### src/rtl/qmps_pkg.sv
// ----------------------------------------------------------------------------
// qmps_pkg
// Widths, scoring constants and shared types of the QR mask penalty scorer.
// ----------------------------------------------------------------------------
package qmps_pkg;

	localparam int SIDE_W   = 8;
	localparam int DARK_W   = 16;
	localparam int RUN_W    = 16;
	localparam int BLOCK_W  = 17;
	localparam int FINDER_W = 22;
	localparam int TOTAL_W  = 22;
	localparam int BAL_W    = 7;
	localparam int WIN_W    = 11;

	localparam logic [RUN_W-1:0]    RUN_MAX    = '1;
	localparam logic [BLOCK_W-1:0]  BLOCK_MAX  = '1;
	localparam logic [FINDER_W-1:0] FINDER_MAX = '1;
	localparam logic [TOTAL_W-1:0]  TOTAL_MAX  = '1;

	localparam logic [SIDE_W-1:0]  RUN_LEN_MAX = '1;
	localparam logic [SIDE_W-1:0]  RUN_MIN     = 8'd5;
	localparam logic [SIDE_W-1:0]  RUN_BIAS    = 8'd2;
	localparam logic [BLOCK_W:0]   BLOCK_PTS   = 18'd3;
	localparam logic [6:0]         FINDER_PTS  = 7'd40;
	localparam logic [SIDE_W-1:0]  WIN_START   = 8'd10;

	localparam logic [WIN_W-1:0] FINDER_LEAD  = 11'h5D0;
	localparam logic [WIN_W-1:0] FINDER_TRAIL = 11'h05D;

	// register word index, taken from paddr[2]
	localparam logic REG_MATRIX_SIZE = 1'b0;

	typedef struct packed {
		logic [SIDE_W-1:0] run_len;
		logic              colour;
		logic [WIN_W-1:0]  window;
	} col_entry_t;

	typedef struct packed {
		logic             done;
		logic [BAL_W-1:0] balance;
	} bal_res_t;

endpackage

### src/rtl/qmps_balance.sv
// ----------------------------------------------------------------------------
// qmps_balance
// Dark balance penalty: (|2*dark - n*n| * 10 / (n*n)) * 10, worked out by a
// multiply step, a prepare step and a four-step restoring division.
// ----------------------------------------------------------------------------
module qmps_balance import qmps_pkg::*; (
	input  logic              clk,
	input  logic              arst_n,
	input  logic              start,
	input  logic [SIDE_W-1:0] side,
	input  logic [DARK_W-1:0] dark,
	output bal_res_t          res
);

	typedef enum logic [3:0] {
		B_IDLE = 4'b0001,
		B_MUL  = 4'b0010,
		B_PREP = 4'b0100,
		B_DIV  = 4'b1000
	} bal_state_t;

	bal_state_t        state_q;
	logic [15:0]       nn_q;
	logic [19:0]       rem_q;
	logic [3:0]        quo_q;
	logic [1:0]        step_q;
	logic [BAL_W-1:0]  bal_q;
	logic              done_q;

	logic [16:0] dark2;
	logic [16:0] nn_ext;
	logic [16:0] diff;
	logic [19:0] diff_x10;
	logic [19:0] trial;
	logic        quo_bit;
	logic [3:0]  quo_next;
	logic [BAL_W-1:0] quo_x10;

	always_comb begin
		dark2    = {dark, 1'b0};
		nn_ext   = {1'b0, nn_q};
		diff     = (dark2 >= nn_ext) ? dark2 - nn_ext : nn_ext - dark2;
		// diff never exceeds n*n, so sixteen bits carry it
		diff_x10 = ({4'b0, diff[15:0]} << 3) + ({4'b0, diff[15:0]} << 1);
		trial    = {4'b0, nn_q} << step_q;
		quo_bit  = rem_q >= trial;
		quo_next = {quo_q[2:0], quo_bit};
		quo_x10  = ({3'b0, quo_next} << 3) + ({3'b0, quo_next} << 1);
	end

	always_ff @(posedge clk or negedge arst_n) begin
		if (!arst_n) begin
			state_q <= B_IDLE;
			done_q  <= 1'b0;
		end else begin
			done_q <= 1'b0;
			unique case (state_q)
				B_IDLE: begin
					if (start) state_q <= B_MUL;
				end
				B_MUL:  state_q <= B_PREP;
				B_PREP: state_q <= B_DIV;
				B_DIV: begin
					if (step_q == 2'd0) begin
						done_q  <= 1'b1;
						state_q <= B_IDLE;
					end
				end
				default: state_q <= B_IDLE;
			endcase
		end
	end

	always_ff @(posedge clk) begin
		case (state_q)
			B_MUL: nn_q <= 16'(side) * 16'(side);
			B_PREP: begin
				rem_q  <= diff_x10;
				quo_q  <= '0;
				step_q <= 2'd3;
			end
			B_DIV: begin
				if (quo_bit) rem_q <= rem_q - trial;
				quo_q  <= quo_next;
				step_q <= step_q - 2'd1;
				if (step_q == 2'd0) bal_q <= quo_x10;
			end
			default: ;
		endcase
	end

	assign res.done    = done_q;
	assign res.balance = bal_q;

endmodule

### config.mk
export PLATFORM = sky130hd
export DESIGN_NAME = qmps_balance
export DESIGN_NICKNAME = d
export VERILOG_FILES = /design/src/rtl/qmps_pkg.sv /design/src/rtl/qmps_balance.sv
export SDC_FILE = /design/constraint.sdc
export NUM_CORES = 1
export LEC_CHECK = 0
export ABC_AREA = 0
export BUFFER_PORTS_ARGS = -buffer_cell sky130_fd_sc_hd__buf_2
export CORE_MARGIN = 4
export CORE_UTILIZATION = 58
export DETAILED_ROUTE_END_ITERATION = 16
export GPL_TIMING_DRIVEN = 1
export PLACE_DENSITY = 0.79
export SLEW_MARGIN = 20
export SYNTH_ARGS = -nofsm -noshare
export SYNTH_HDL_FRONTEND = slang
export SYNTH_SLANG_ARGS = --single-unit
### constraint.sdc
create_clock -name clk -period 4.82 [get_ports clk]
set_clock_uncertainty 0.05 [all_clocks]
set_input_delay 0.723 -clock clk [delete_from_list [all_inputs] [get_ports clk]]
set_output_delay 0.723 -clock clk [all_outputs]
set_load 0.005 [all_outputs]
* After elaboration in Yosys (flattened, before gate mapping)
Index checks and enable logic that the tools add are counted.
Storage, ports and cells: bits of input ports 27, flip-flop bits (word level) 53
Cells by class: reduce and logical (&&, ||, !) cells 5, $add $sub $neg 6, mux-type cells 10, equal/unequal tests 7, $mul 1, shift operators 1, $lt $le $gt $ge 2
Operators by type and width (number):
- $pmux 20 s2 | 1
- $sub 16x16->16 | 2
- $add 19x17->20 | 1
- $ge 20x20->1 | 1
- $mux 20 | 1
- $shl 16x2->20 | 1
- $sub 20x20->20 | 1
- $ge 17x16->1 | 1
- $mul 8x8->16 | 1
- $mux 16 | 1
- $pmux 4 s4 | 1
- $mux 4 | 2
- $add 7x5->7 | 1
- $ne 2x2->1 const B | 3
- $pmux 3 s2 | 1
- $reduce_and 2->1 | 3
- $eq 4x1->1 const B | 1
- $eq 4x2->1 const B | 1
- $eq 4x3->1 const B | 1
- $eq 4x4->1 const B | 1
- $pmux 2 s2 | 1
- $logic_not 2->1 | 1
- $mux 1 | 2
- $reduce_bool 2->1 | 1
- $sub 2x1->2 const B | 1

* Depth between registers and ports, before layout
Gate-level depths: netlist of the first run.
depth after elaboration 4, depth in mapped cells 23, depth with buffers taken out 21

* Worst setup path after synthesis of the first run
Ideal clock, no wire load.
path type flip-flop to flip-flop, start point register step_q[0], end point register rem_q[0] (enable), buffers on the path 3, cell stages (with the launch flop) 20, slack -454 ps, arrival 4796 ps, clock period less this slack 5274 ps, path through edfxtp_1 > clkbuf_1 > clkbuf_1 > clkbuf_1 > nor3_1 > ha_1 > fa_1 > nor2b_1 > o21ai_0 > a21boi_0 > o21ai_0 > a21oi_1 > o21ai_0 > nand2b_1 > a211o_1 > a21o_1 > a21oi_1 > nor2_1 > a2111oi_0 > a21boi_0
On the way: word-level cells in the longest chain between the ends 4
Ends and longest elaborated chain:
- start, declared | line qmps_balance.sv:26 | logic [1:0] step_q;
- start signal, assigned | line qmps_balance.sv:85 | step_q <= step_q - 2'd1;
- $shl 16x2->20 | line qmps_balance.sv:45 | trial = {4'b0, nn_q} << step_q;
- $ge 20x20->1 | line qmps_balance.sv:46 | quo_bit = rem_q >= trial;
- $ne 2x2->1 (no line)
- $reduce_and 2->1 (no line)
- end signal, assigned | line qmps_balance.sv:78 | rem_q <= diff_x10;
- end signal, assigned | line qmps_balance.sv:83 | if (quo_bit) rem_q <= rem_q - trial;
- end, declared | line qmps_balance.sv:24 | logic [19:0] rem_q;
Every way passes these cells. A chain may end at the register's enable or synchronous reset.

* Worst setup path after layout of the first run
start point register step_q[1], end point register bal_q[4] (data pin)
On the way: word-level cells in the longest chain between the ends 3
Ends and longest elaborated chain:
- $shl 16x2->20 | line qmps_balance.sv:45
- $ge 20x20->1 | line qmps_balance.sv:46
- named net quo_bit | line qmps_balance.sv:35 | logic quo_bit;
- $add 7x5->7 | line qmps_balance.sv:48 | quo_x10 = ({3'b0, quo_next} << 3) + ({3'b0, quo_next} << 1);
- named net quo_x10[4] | line qmps_balance.sv:37 | logic [BAL_W-1:0] quo_x10;
- end signal, assigned | line qmps_balance.sv:86 | if (step_q == 2'd0) bal_q <= quo_x10;
- end, declared | line qmps_balance.sv:27 | logic [BAL_W-1:0] bal_q;
The timed path passes the listed nets, and every way through them passes these cells.

==> impl_metrics.ini, run 1 <==
[cts]
hold_buffers = 0
cts-root-buf = clkbuf_16
cts_tree = done
cts_max_path_buffers = 2
clk_pin_slew_ns = 0.07
clkLatencyLatePin_ns = 0.30
cts-htree-levels = 2
cts_sinks = 51
numCtsBuffers = 5

[power_and_ir_drop]
power_switching_mw = 2.15
combPwrFrac_pct = 76.2
power_density_nw_per_um2 = 501
seq_power_share_pct = 15.0
clockPowerShare_pct = 8.8
power.total_mw = 4.76
peakVddDrop_mv = 0.241
power_switching_share_pct = 45.2
p_leak_nw = 4.53
power.internal_mw = 2.61

[routing]
firstDrtPassIters = 5
drtIter0Drc = 614
routed_wl_mm = 20.9
drtAntennaViolNets = 0
vias = 7345
drc = 0
vias_per_cell = 5.84
wire_per_inst_um = 16.6

[synth]
yosysWarnings = 0
yosys_most_used_dff = edfxtp_1
yosysTopAreaCellShare_pct = 17.2
synth_cells = 953
syn_area_um2 = 8050
synth-seq-cells = 51
syn_nets = 1103
synth.area.top_cells = edfxtp_1, ha_1, fa_1, inv_1, xnor2_1
yosys.area.top_type = edfxtp_1
synth-edff-count = 46
avgSynthCellArea_um2 = 8.45
ys_seq_area_share_pct = 18.7
ys_types = 95
synth-async-reset-ratio_pct = 9.80

[job]
maxCapViolCount = 0

[timing]
clock.fmax_ghz = 0.215
finalSetupViolCount = 0
finalCriticalPeriod_ns = 4.65
hold_violations = 0
post-route-period-util_pct = 96.4
relSlewSlack_pct = 38.2
drv_slew = 0
tightestPinTransition_ns = 0.927

[placement]
port_buffers = 33
gp_congestion = 0.968
hpwl_mm = 17.2

[hold_path]
hold_path_class = in2async

[critical_path]
max_stage_delay_ns = 0.54
crit_path_start_kind = register
worst-path-buf-inv = 6
cp_max_fo = 7
worstRegToRegCells = 22
crit_chain = buf_6 -> mux4_2 -> inv_1 -> ha_4 -> a21o_1 -> a21o_1 -> a21o_1 -> a21oi_1 -> o21bai_1 -> a21oi_1 -> nor2b_1 -> a211o_1 -> a21o_1 -> a21oi_2 -> nor2_1 -> a2111oi_2 -> buf_4 -> inv_1 -> ha_1 -> inv_1 -> fa_1 -> inv_1
criticalPathCategory = reg2reg
end_kind = register
cp_slowest_cell = mux4_2
required_ns = 4.94
cp_num_cells = 22
cp_top_family = compound AO/OA/AOI/OAI gates
worst_ep_arrival_time_ns = 4.77

[floorplanning]
die_height_um = 126
rows = 42
die_area_um2 = 15800
core_um2 = 13400
io_pins = 35
start_util_pct = 60.1
die_x_um = 126

[layout]
n_antenna_cell = 0
area_growth_pct = 18.1
final_nets = 1231
drive_above_1_share_pct = 22.0
fin_util_pct = 71.0

[grt]
overflow = 0
grtUsageTotal_pct = 25.6
grt_pass1_wl_mm = 33.3
antenna_found_initial = 0
grt_max_degree = 27
grt_pass1_vias = 6865

[run_status]
status = complete, no violations
[worst paths after layout]
check / startpoint / endpoint / slack, ns
max: step_q[1] / bal_q[4] / 0.17
min: arst_n / state_q[3] / 0.17
max reg2reg: step_q[1] / bal_q[4] / 0.17
min reg2reg: quo_q[0] / bal_q[2] / 0.45
max in group asynchronous: arst_n / state_q[0] / 4.34
min in group clk: quo_q[0] / bal_q[2] / 0.45
[cell families (layout without fill, tap and decap cells)]
family	after synthesis	count (layout)	synth area share [%]
buffers and inverters	163	292	8.14
adder cells (fa/ha/maj)	124	124	22.0
XOR/XNOR	73	73	8.30
flip-flops	51	51	18.7
multiplexers	24	24	4.23
AND/OR/NAND/NOR	260	260	16.5
AO/OA/AOI/OAI	257	257	22.1
other	1	1	0.0466
[sequential cells by signal (all words and copies together), names as in the netlist]
signal and cells:
rem_q 20, nn_q 15, bal_q 6, state_q 4, quo_q 3, step_q 2, done_q 1
[power groups by stage]
stage	Sequential [mW]	Clock, mW	Combinational [mW]
global placement	0.720	0	3.42
floorplan	0.694	0	2.39
global route	0.719	0.447	3.98
finish	0.713	0.420	3.63
detailed placement	0.721	0	3.50
CTS	0.713	0.420	3.53
[synth_stat cells, types with 3 or more instances]
cell type / n
a2111oi_0: 4
a211o_1: 9
a211oi_1: 11
a21boi_0: 4
a21o_1: 22
a21oi_1: 72
a31oi_1: 6
and2_1: 20
and3_1: 6
buf_1: 3
buf_2: 11
buf_4: 4
clkbuf_1: 19
dfrtp_1: 4
edfxtp_1: 46
fa_1: 29
ha_1: 94
inv_1: 123
mux2_2: 3
mux2i_1: 11
mux4_2: 7
nand2_1: 70
nand2b_1: 10
nand3_1: 14
nand4_1: 4
nor2_1: 68
nor2b_1: 16
nor3_1: 15
nor4_1: 4
o211a_1: 3
o21a_1: 6
o21ai_0: 43
o21ai_1: 7
o21bai_1: 14
o22ai_1: 7
o2bb2ai_1: 5
o31ai_1: 7
or2_2: 8
or3_1: 6
xnor2_1: 47
xor2_1: 23
[stage by stage]
stage | hold WS (ns) | setup TNS [ns] | area (um^2) | setup slack [ns] | instances
6_report | 0.174 | 0 | 9510 | 0.172 | 1258
3_3_place_gp | 0.420 | 0 | 9230 | 0.00469 | 1244
2_1_floorplan | 0.377 | 0 | 8120 | 0.000371 | 953
3_5_place_dp | 0.441 | -0.491 | 9230 | -0.198 | 1244
5_1_grt | 0.178 | -0.0599 | 9510 | -0.0579 | 1258
4_1_cts | 0.179 | 0 | 9410 | 0.0110 | 1252
[layer usage]
| layer | up-vias | global-route usage (%) | share of wire, % |
|---|---|---|---|
| met5 | - | 0 | 0 |
| met4 | 0 | 5.30 | 2.1 |
| met3 | 28 | 4.02 | 6.5 |
| met2 | 221 | 43.1 | 47 |
| met1 | 3491 | 35.2 | 44 |
| li1 | 3605 | - | - |
[final cells by class]
cell class                 count  area, um^2
timing repair buffer         160        1130
inverter                     124         465
sequential                    51        1510
clock inverter                 2        35.0
fill                        1057        3890
clock buffer                   6         139
multi-input combinational    739        6010
tap                          176         220
[worst reg2reg max path, delay by kind of cell (launching register included)]
kind / cells / cell delay, ns
and+or+nand+nor: 2 / 0.13
muxes: 1 / 0.54
buffers and inverters: 6 / 0.66
DFF: 1 / 0.51
adders and majority gates: 3 / 0.82
AOI/OAI and AO/OA: 10 / 1.80
[cell usage in the layout (no fill, tap or decap), types with 22 or more instances in the layout]
cell type,instances
a21o_1,22
a21oi_1,66
buf_2,33
buf_4,124
edfxtp_1,46
fa_1,29
ha_1,89
inv_1,123
nand2_1,70
nor2_1,67
o21ai_0,38
xnor2_1,47
xor2_1,23
[timing repair]
item	4_1_cts	5_1_grt
pin swaps	0	3
endpoints found under the setup margin	1	29
resized for setup	1	15
buffers inserted	0	6
(Power assumes the default switching activity.)
==> run 2: changes to the inputs <==
- CORE_UTILIZATION: 58 -> 63
- PLACE_DENSITY: 0.79 -> 0.81
- clock period: 4.82 -> 5.2 ns (I/O delays scaled with it)
==> run 2 against run 1 <==
Net effect:
- critical path depth stayed put
- global-route usage is 2.7 points higher
- worst hold slack better by 0.060 ns
- critical path type is now in2reg
==> impl_metrics.ini, run 2 (synthesized netlist as in run 1, its figures left out) <==
[floorplanning]
start_util_pct = 64.1
die_area_um2 = 14700
die_height_um = 121
rows = 41
core_um2 = 12600
io_pins = 35
die_x_um = 121

[layout]
layout_commonest_cell = inv_1
finalInstanceArea_um2 = 8970
regMostFlops = rem_q
drive_above_1_share_pct = 15.9
area_growth_pct = 11.4
reg_top3 = rem_q: 20 flops, nn_q: 15 flops, bal_q: 6 flops
n_antenna_cell = 0
final_nets = 1169
mostFrequentLayoutCells = inv_1, ha_1, nand2_1
largest_reg_flops = 20

[power_and_ir_drop]
p_leak_nw = 4.24
peakVddDrop_mv = 0.215
combPwrFrac_pct = 73.6
clockPowerShare_pct = 10.2
seq_power_share_pct = 16.2
power_switching_mw = 1.91
power.internal_mw = 2.21
power_switching_share_pct = 46.4
power_density_nw_per_um2 = 460

[placement]
hpwl_mm = 16.4
port_buffers = 33
placed_area_um2 = 8670
gp_congestion = 0.951

[routing]
firstDrtPassIters = 5
wire_per_inst_um = 17.1
vias_per_cell = 6.03
routed_wl_mm = 20.4
vias = 7188
drtAntennaViolNets = 0
drc = 0
drtIter0Drc = 801

[job]
maxCapViolCount = 0

[grt]
grt_pass1_wl_mm = 33.4
grtUsageTotal_pct = 28.3
antenna_found_initial = 0
grt_pass1_vias = 6819
grt_max_degree = 28
overflow = 0

[cts]
cts-root-buf = clkbuf_16
cts_max_path_buffers = 2
clkLatencyLatePin_ns = 0.29
cts_tree = done
hold_buffers = 0
clk_pin_slew_ns = 0.07
numCtsBuffers = 5
cts_sinks = 51
cts-htree-levels = 2

[timing]
post-route-period-util_pct = 94.5
hold_violations = 0
tightestPinTransition_ns = 0.966
finalCriticalPeriod_ns = 4.91
drv_slew = 0
relSlewSlack_pct = 35.6
hold_slack_ns = 0.234
finalSetupViolCount = 0
clock.fmax_ghz = 0.204

[hold_path]
hold_path_class = in2async

[run_status]
status = complete, no violations

[critical_path]
required_ns = 5.19
worst_path_most_repeated_cell = inv_1
crit_chain = buf_2 -> and2_1 -> inv_1 -> fa_1 -> fa_1 -> inv_1 -> ha_1 -> inv_1 -> fa_1 -> inv_1 -> ha_1 -> a21oi_1 -> nor2_1 -> nor2_2 -> o21bai_1 -> a21oi_2 -> o21bai_1 -> a21oi_1 -> o21bai_1 -> a21oi_2 -> o21ai_0 -> xnor2_1
end_kind = register
max_stage_delay_ns = 0.53
cp_max_fo = 8
worst_ep_arrival_time_ns = 4.91
criticalPathCategory = in2reg
cp_slowest_cell = fa_1
crit_path_start_kind = input pin
## run 2: worst max-delay path: cells and delay by family
family                     cells  cell delay, ns
AOI/OAI and AO/OA              8            1.18
and+or+nand+nor                3            0.37
adders and majority gates      5            2.04
buffers and inverters          5            0.37
xor gates and xnor gates       1            0.14
## run 2: area by class of cell
type                    instances  area, um^2
clock buffers                   6         129
clock inverters                 2        60.1
fillers                       985        3600
inverters                     124         465
multi-input cells             739        5920
flip-flops and latches         51        1510
well taps                     172         215
repair buffers                 98         666
## run 2: stage by stage
| stage | std cells | TNS, ns | worst slack [ns] | total power, mW | util [%] |
|---|---|---|---|---|---|
| global placement | 1173 | 0 | 0.0780 | 3.54 | 69.0 |
| floorplan | 953 | 0 | 0.123 | 2.84 | - |
| global route | 1192 | -0.0662 | -0.0333 | 4.46 | 71.3 |
| CTS | 1181 | 0 | 0.123 | 4.05 | 70.5 |
| finish | 1192 | 0 | 0.286 | 4.12 | 71.3 |
| detailed placement | 1173 | -0.222 | -0.186 | 3.62 | 69.0 |
## run 2: repair_timing
action                                  in CTS  in global routing
setup buffers                                0                 11
gates resized for setup                      0                  5
endpoints found under the setup margin       0                  5
## run 2: metal layers
layer  share of wire [%]  vias to the layer above  track usage [%]
li1                    -                     3474                -
met1                  44                     3390             40.0
met2                  47                      285             46.5
met3                 6.0                       39             3.40
met4                 2.3                        0             6.59
met5                   0                        -                0
## run 2: worst paths after layout
path                       startpoint          to  slack (ns)  cells past startpoint
max                           side[4]    nn_q[15]        0.29                     22
min                            arst_n  state_q[1]        0.23                      1
max reg2reg                   nn_q[2]    bal_q[4]        0.46                     22
min reg2reg                  quo_q[0]    bal_q[2]        0.45                      0
max in group asynchronous      arst_n  state_q[0]        4.66                      1
min in group clk             quo_q[0]    bal_q[2]        0.45                      0
## run 2: power by group through the flow
| stage | Sequential [mW] | Clock, mW | Combinational (mW) |
|---|---|---|---|
| 3_3_place_gp | 0.673 | 0 | 2.87 |
| 3_5_place_dp | 0.675 | 0 | 2.95 |
| 2_1_floorplan | 0.642 | 0 | 2.20 |
| 5_1_grt | 0.671 | 0.443 | 3.35 |
| 4_1_cts | 0.667 | 0.420 | 2.96 |
| 6_report | 0.668 | 0.421 | 3.03 |
==> run 3: changes to the inputs <==
- clock period: 5.2 -> 6.05 ns (I/O delays scaled with it)
==> run 3 against run 2 <==
Net effect:
- count of clock-buffer cells in the layout stayed put
- highest routed layer unchanged
- sequential power shrank 14%
- non-clock buffer count fell by 45
- critical endpoint is now rem_q[16]
- global-route usage down 0.50 points
- register-to-register slack improved by 0.45 ns
- utilization shrank 3.2 points
- first-iteration DRC count decreased by 31%
==> impl_metrics.ini, run 3 (synthesized netlist as in run 1, its figures left out) <==
[cts]
post_cts_buffers = 0
cts_resized = 0
cts_tree = done
hold_buffers = 0
clkLatencyLatePin_ns = 0.29
cts-root-buf = clkbuf_16
cts_sinks = 51
cts_max_path_buffers = 2
cts-htree-levels = 2
clk_pin_slew_ns = 0.07
numCtsBuffers = 5

[timing]
drv_slew = 0
clock.fmax_ghz = 0.187
finalCriticalPeriod_ns = 5.36
finalSetupViolCount = 0
tightestPinTransition_ns = 1.00
rsz0062_at_grt = no
setup_tns_ns = 0
post-route-period-util_pct = 88.5
hold_violations = 0
relSlewSlack_pct = 31.3
finalWorstSetupSlack_ns = 0.694
hold_slack_ns = 0.361

[critical_path]
cp-endpoint = rem_q[16]
rrSetupSlack_ns = 0.91
worstRegToRegCells = 18
worst_ep_arrival_time_ns = 5.31
cp_max_fo = 23
r2r_start = nn_q[8]
crit_path_start_kind = input pin
end_kind = register
crit_start = dark[7]
required_ns = 6.00
worst_r2r_endpoint = rem_q[16]
criticalPathCategory = in2reg

[run_status]
status = complete, no violations

[routing]
wire_per_inst_um = 17.4
routed_wl_mm = 19.9
firstDrtPassIters = 5
drc = 0
vias = 6999
drtAntennaViolNets = 0
drtIter0Drc = 549
vias_per_cell = 6.10

[layout]
final_nets = 1124
drive_above_1_share_pct = 11.7
largest_reg_flops = 20
n_antenna_cell = 0
layout_commonest_cell = inv_1
fillers = 1042
seqCellArea_um2 = 1510
mostFrequentLayoutCells = inv_1, ha_1, a21oi_1
area_growth_pct = 6.42
multi_input_area_um2 = 5910
regMostFlops = rem_q
reg_top3 = rem_q: 20 flops, nn_q: 15 flops, bal_q: 6 flops

[placement]
post-place-ws_ns = 0.458
port_buffers = 33
hpwl_mm = 16.4
gp_congestion = 0.965

[floorplanning]
die_height_um = 121
die_area_um2 = 14700
rows = 41
start_util_pct = 64.1
die_x_um = 121
core_um2 = 12600
io_pins = 35

[power_and_ir_drop]
power_density_nw_per_um2 = 388
p_leak_nw = 4.00
peakVddDrop_mv = 0.190
power.total_mw = 3.32

[grt]
overflow = 0
grt_pass1_wl_mm = 32.8
grtUsageTotal_pct = 27.8
grt_max_degree = 27
antenna_found_initial = 0
grt_pass1_vias = 6651

[hold_path]
hold_path_class = in2async

[job]
maxCapViolCount = 0
==> run 3: cell count changes in the layout (fill, tap and decap cells not counted) <==
cell | before | now
clkbuf_1 | 1 | 0
nor2_1 | 67 | 68
nor2_2 | 1 | 0
clkinv_4 | 0 | 1
a21oi_1 | 69 | 72
a2111oi_1 | 2 | 1
a21oi_2 | 3 | 0
clkbuf_8 | 0 | 1
buf_12 | 1 | 0
buf_4 | 64 | 20
clkinvlp_4 | 0 | 1
a2111oi_0 | 3 | 4
bufinv_16 | 2 | 0
==> run 3: how the worst min path moves through the flow <==
stage / startpoint / end / cells past startpoint
floorplan: quo_q[0] / bal_q[2] / 0
global placement: quo_q[0] / bal_q[2] / 0
detailed placement: quo_q[0] / bal_q[2] / 0
CTS: arst_n / state_q[2] / 1
global route: arst_n / state_q[1] / 1
finish: arst_n / state_q[1] / 1
==> run 3: critical path: stages <==
cell and delay [ns]:
buf_2 0.11, inv_1 0.04, ha_1 0.53, nand3_1 0.27, nor3_4 0.33, o211ai_2 0.22, nand3_4 0.31, mux2i_1 0.18
ha_1 0.27, nand3_1 0.08, a311oi_1 0.06, a211o_1 0.32, a21o_1 0.20, maj3_2 0.31, o31ai_1 0.34, o31a_1 0.21
nor2_1 0.04, or4_1 0.38, o21ai_1 0.10, a21oi_1 0.08
==> run 3: where the power goes <==
group / leakage [nW] / switching (mW) / total (mW) / internal [mW]
Combinational: 3.44 / 1.43 / 2.46 / 1.03
Clock: 0.0731 / 0.126 / 0.291 / 0.165
Sequential: 0.481 / 0.0522 / 0.574 / 0.521
Total: 4.00 / 1.61 / 3.32 / 1.71
==> run 3: cell type report <==
type	count	share of cell area [%]
inverters	124	5.43
flip-flops and latches	51	17.6
multi-input cells	739	69.0
repair buffers	53	3.68
clock buffers	6	1.62
clock inverters	2	0.190
well taps	172	2.51
==> run 3: per-layer routing <==
| layer | part of all wire, % | up-vias | wire, um | track usage (%) |
|---|---|---|---|---|
| li1 | - | 3385 | - | - |
| met1 | 45 | 3331 | 9040 | 40.0 |
| met2 | 46 | 251 | 9210 | 45.7 |
| met3 | 6.0 | 32 | 1190 | 2.52 |
| met4 | 2.4 | 0 | 472 | 6.16 |
| met5 | 0 | - | 0 | 0 |
==> run 3: stage by stage <==
stage | std cells | util, % | instance area (um^2)
floorplan | 953 | - | 8050
global placement | 1139 | 66.9 | 8410
detailed placement | 1139 | 66.9 | 8410
CTS | 1147 | 68.1 | 8560
global route | 1147 | 68.2 | 8570
finish | 1147 | 68.2 | 8570
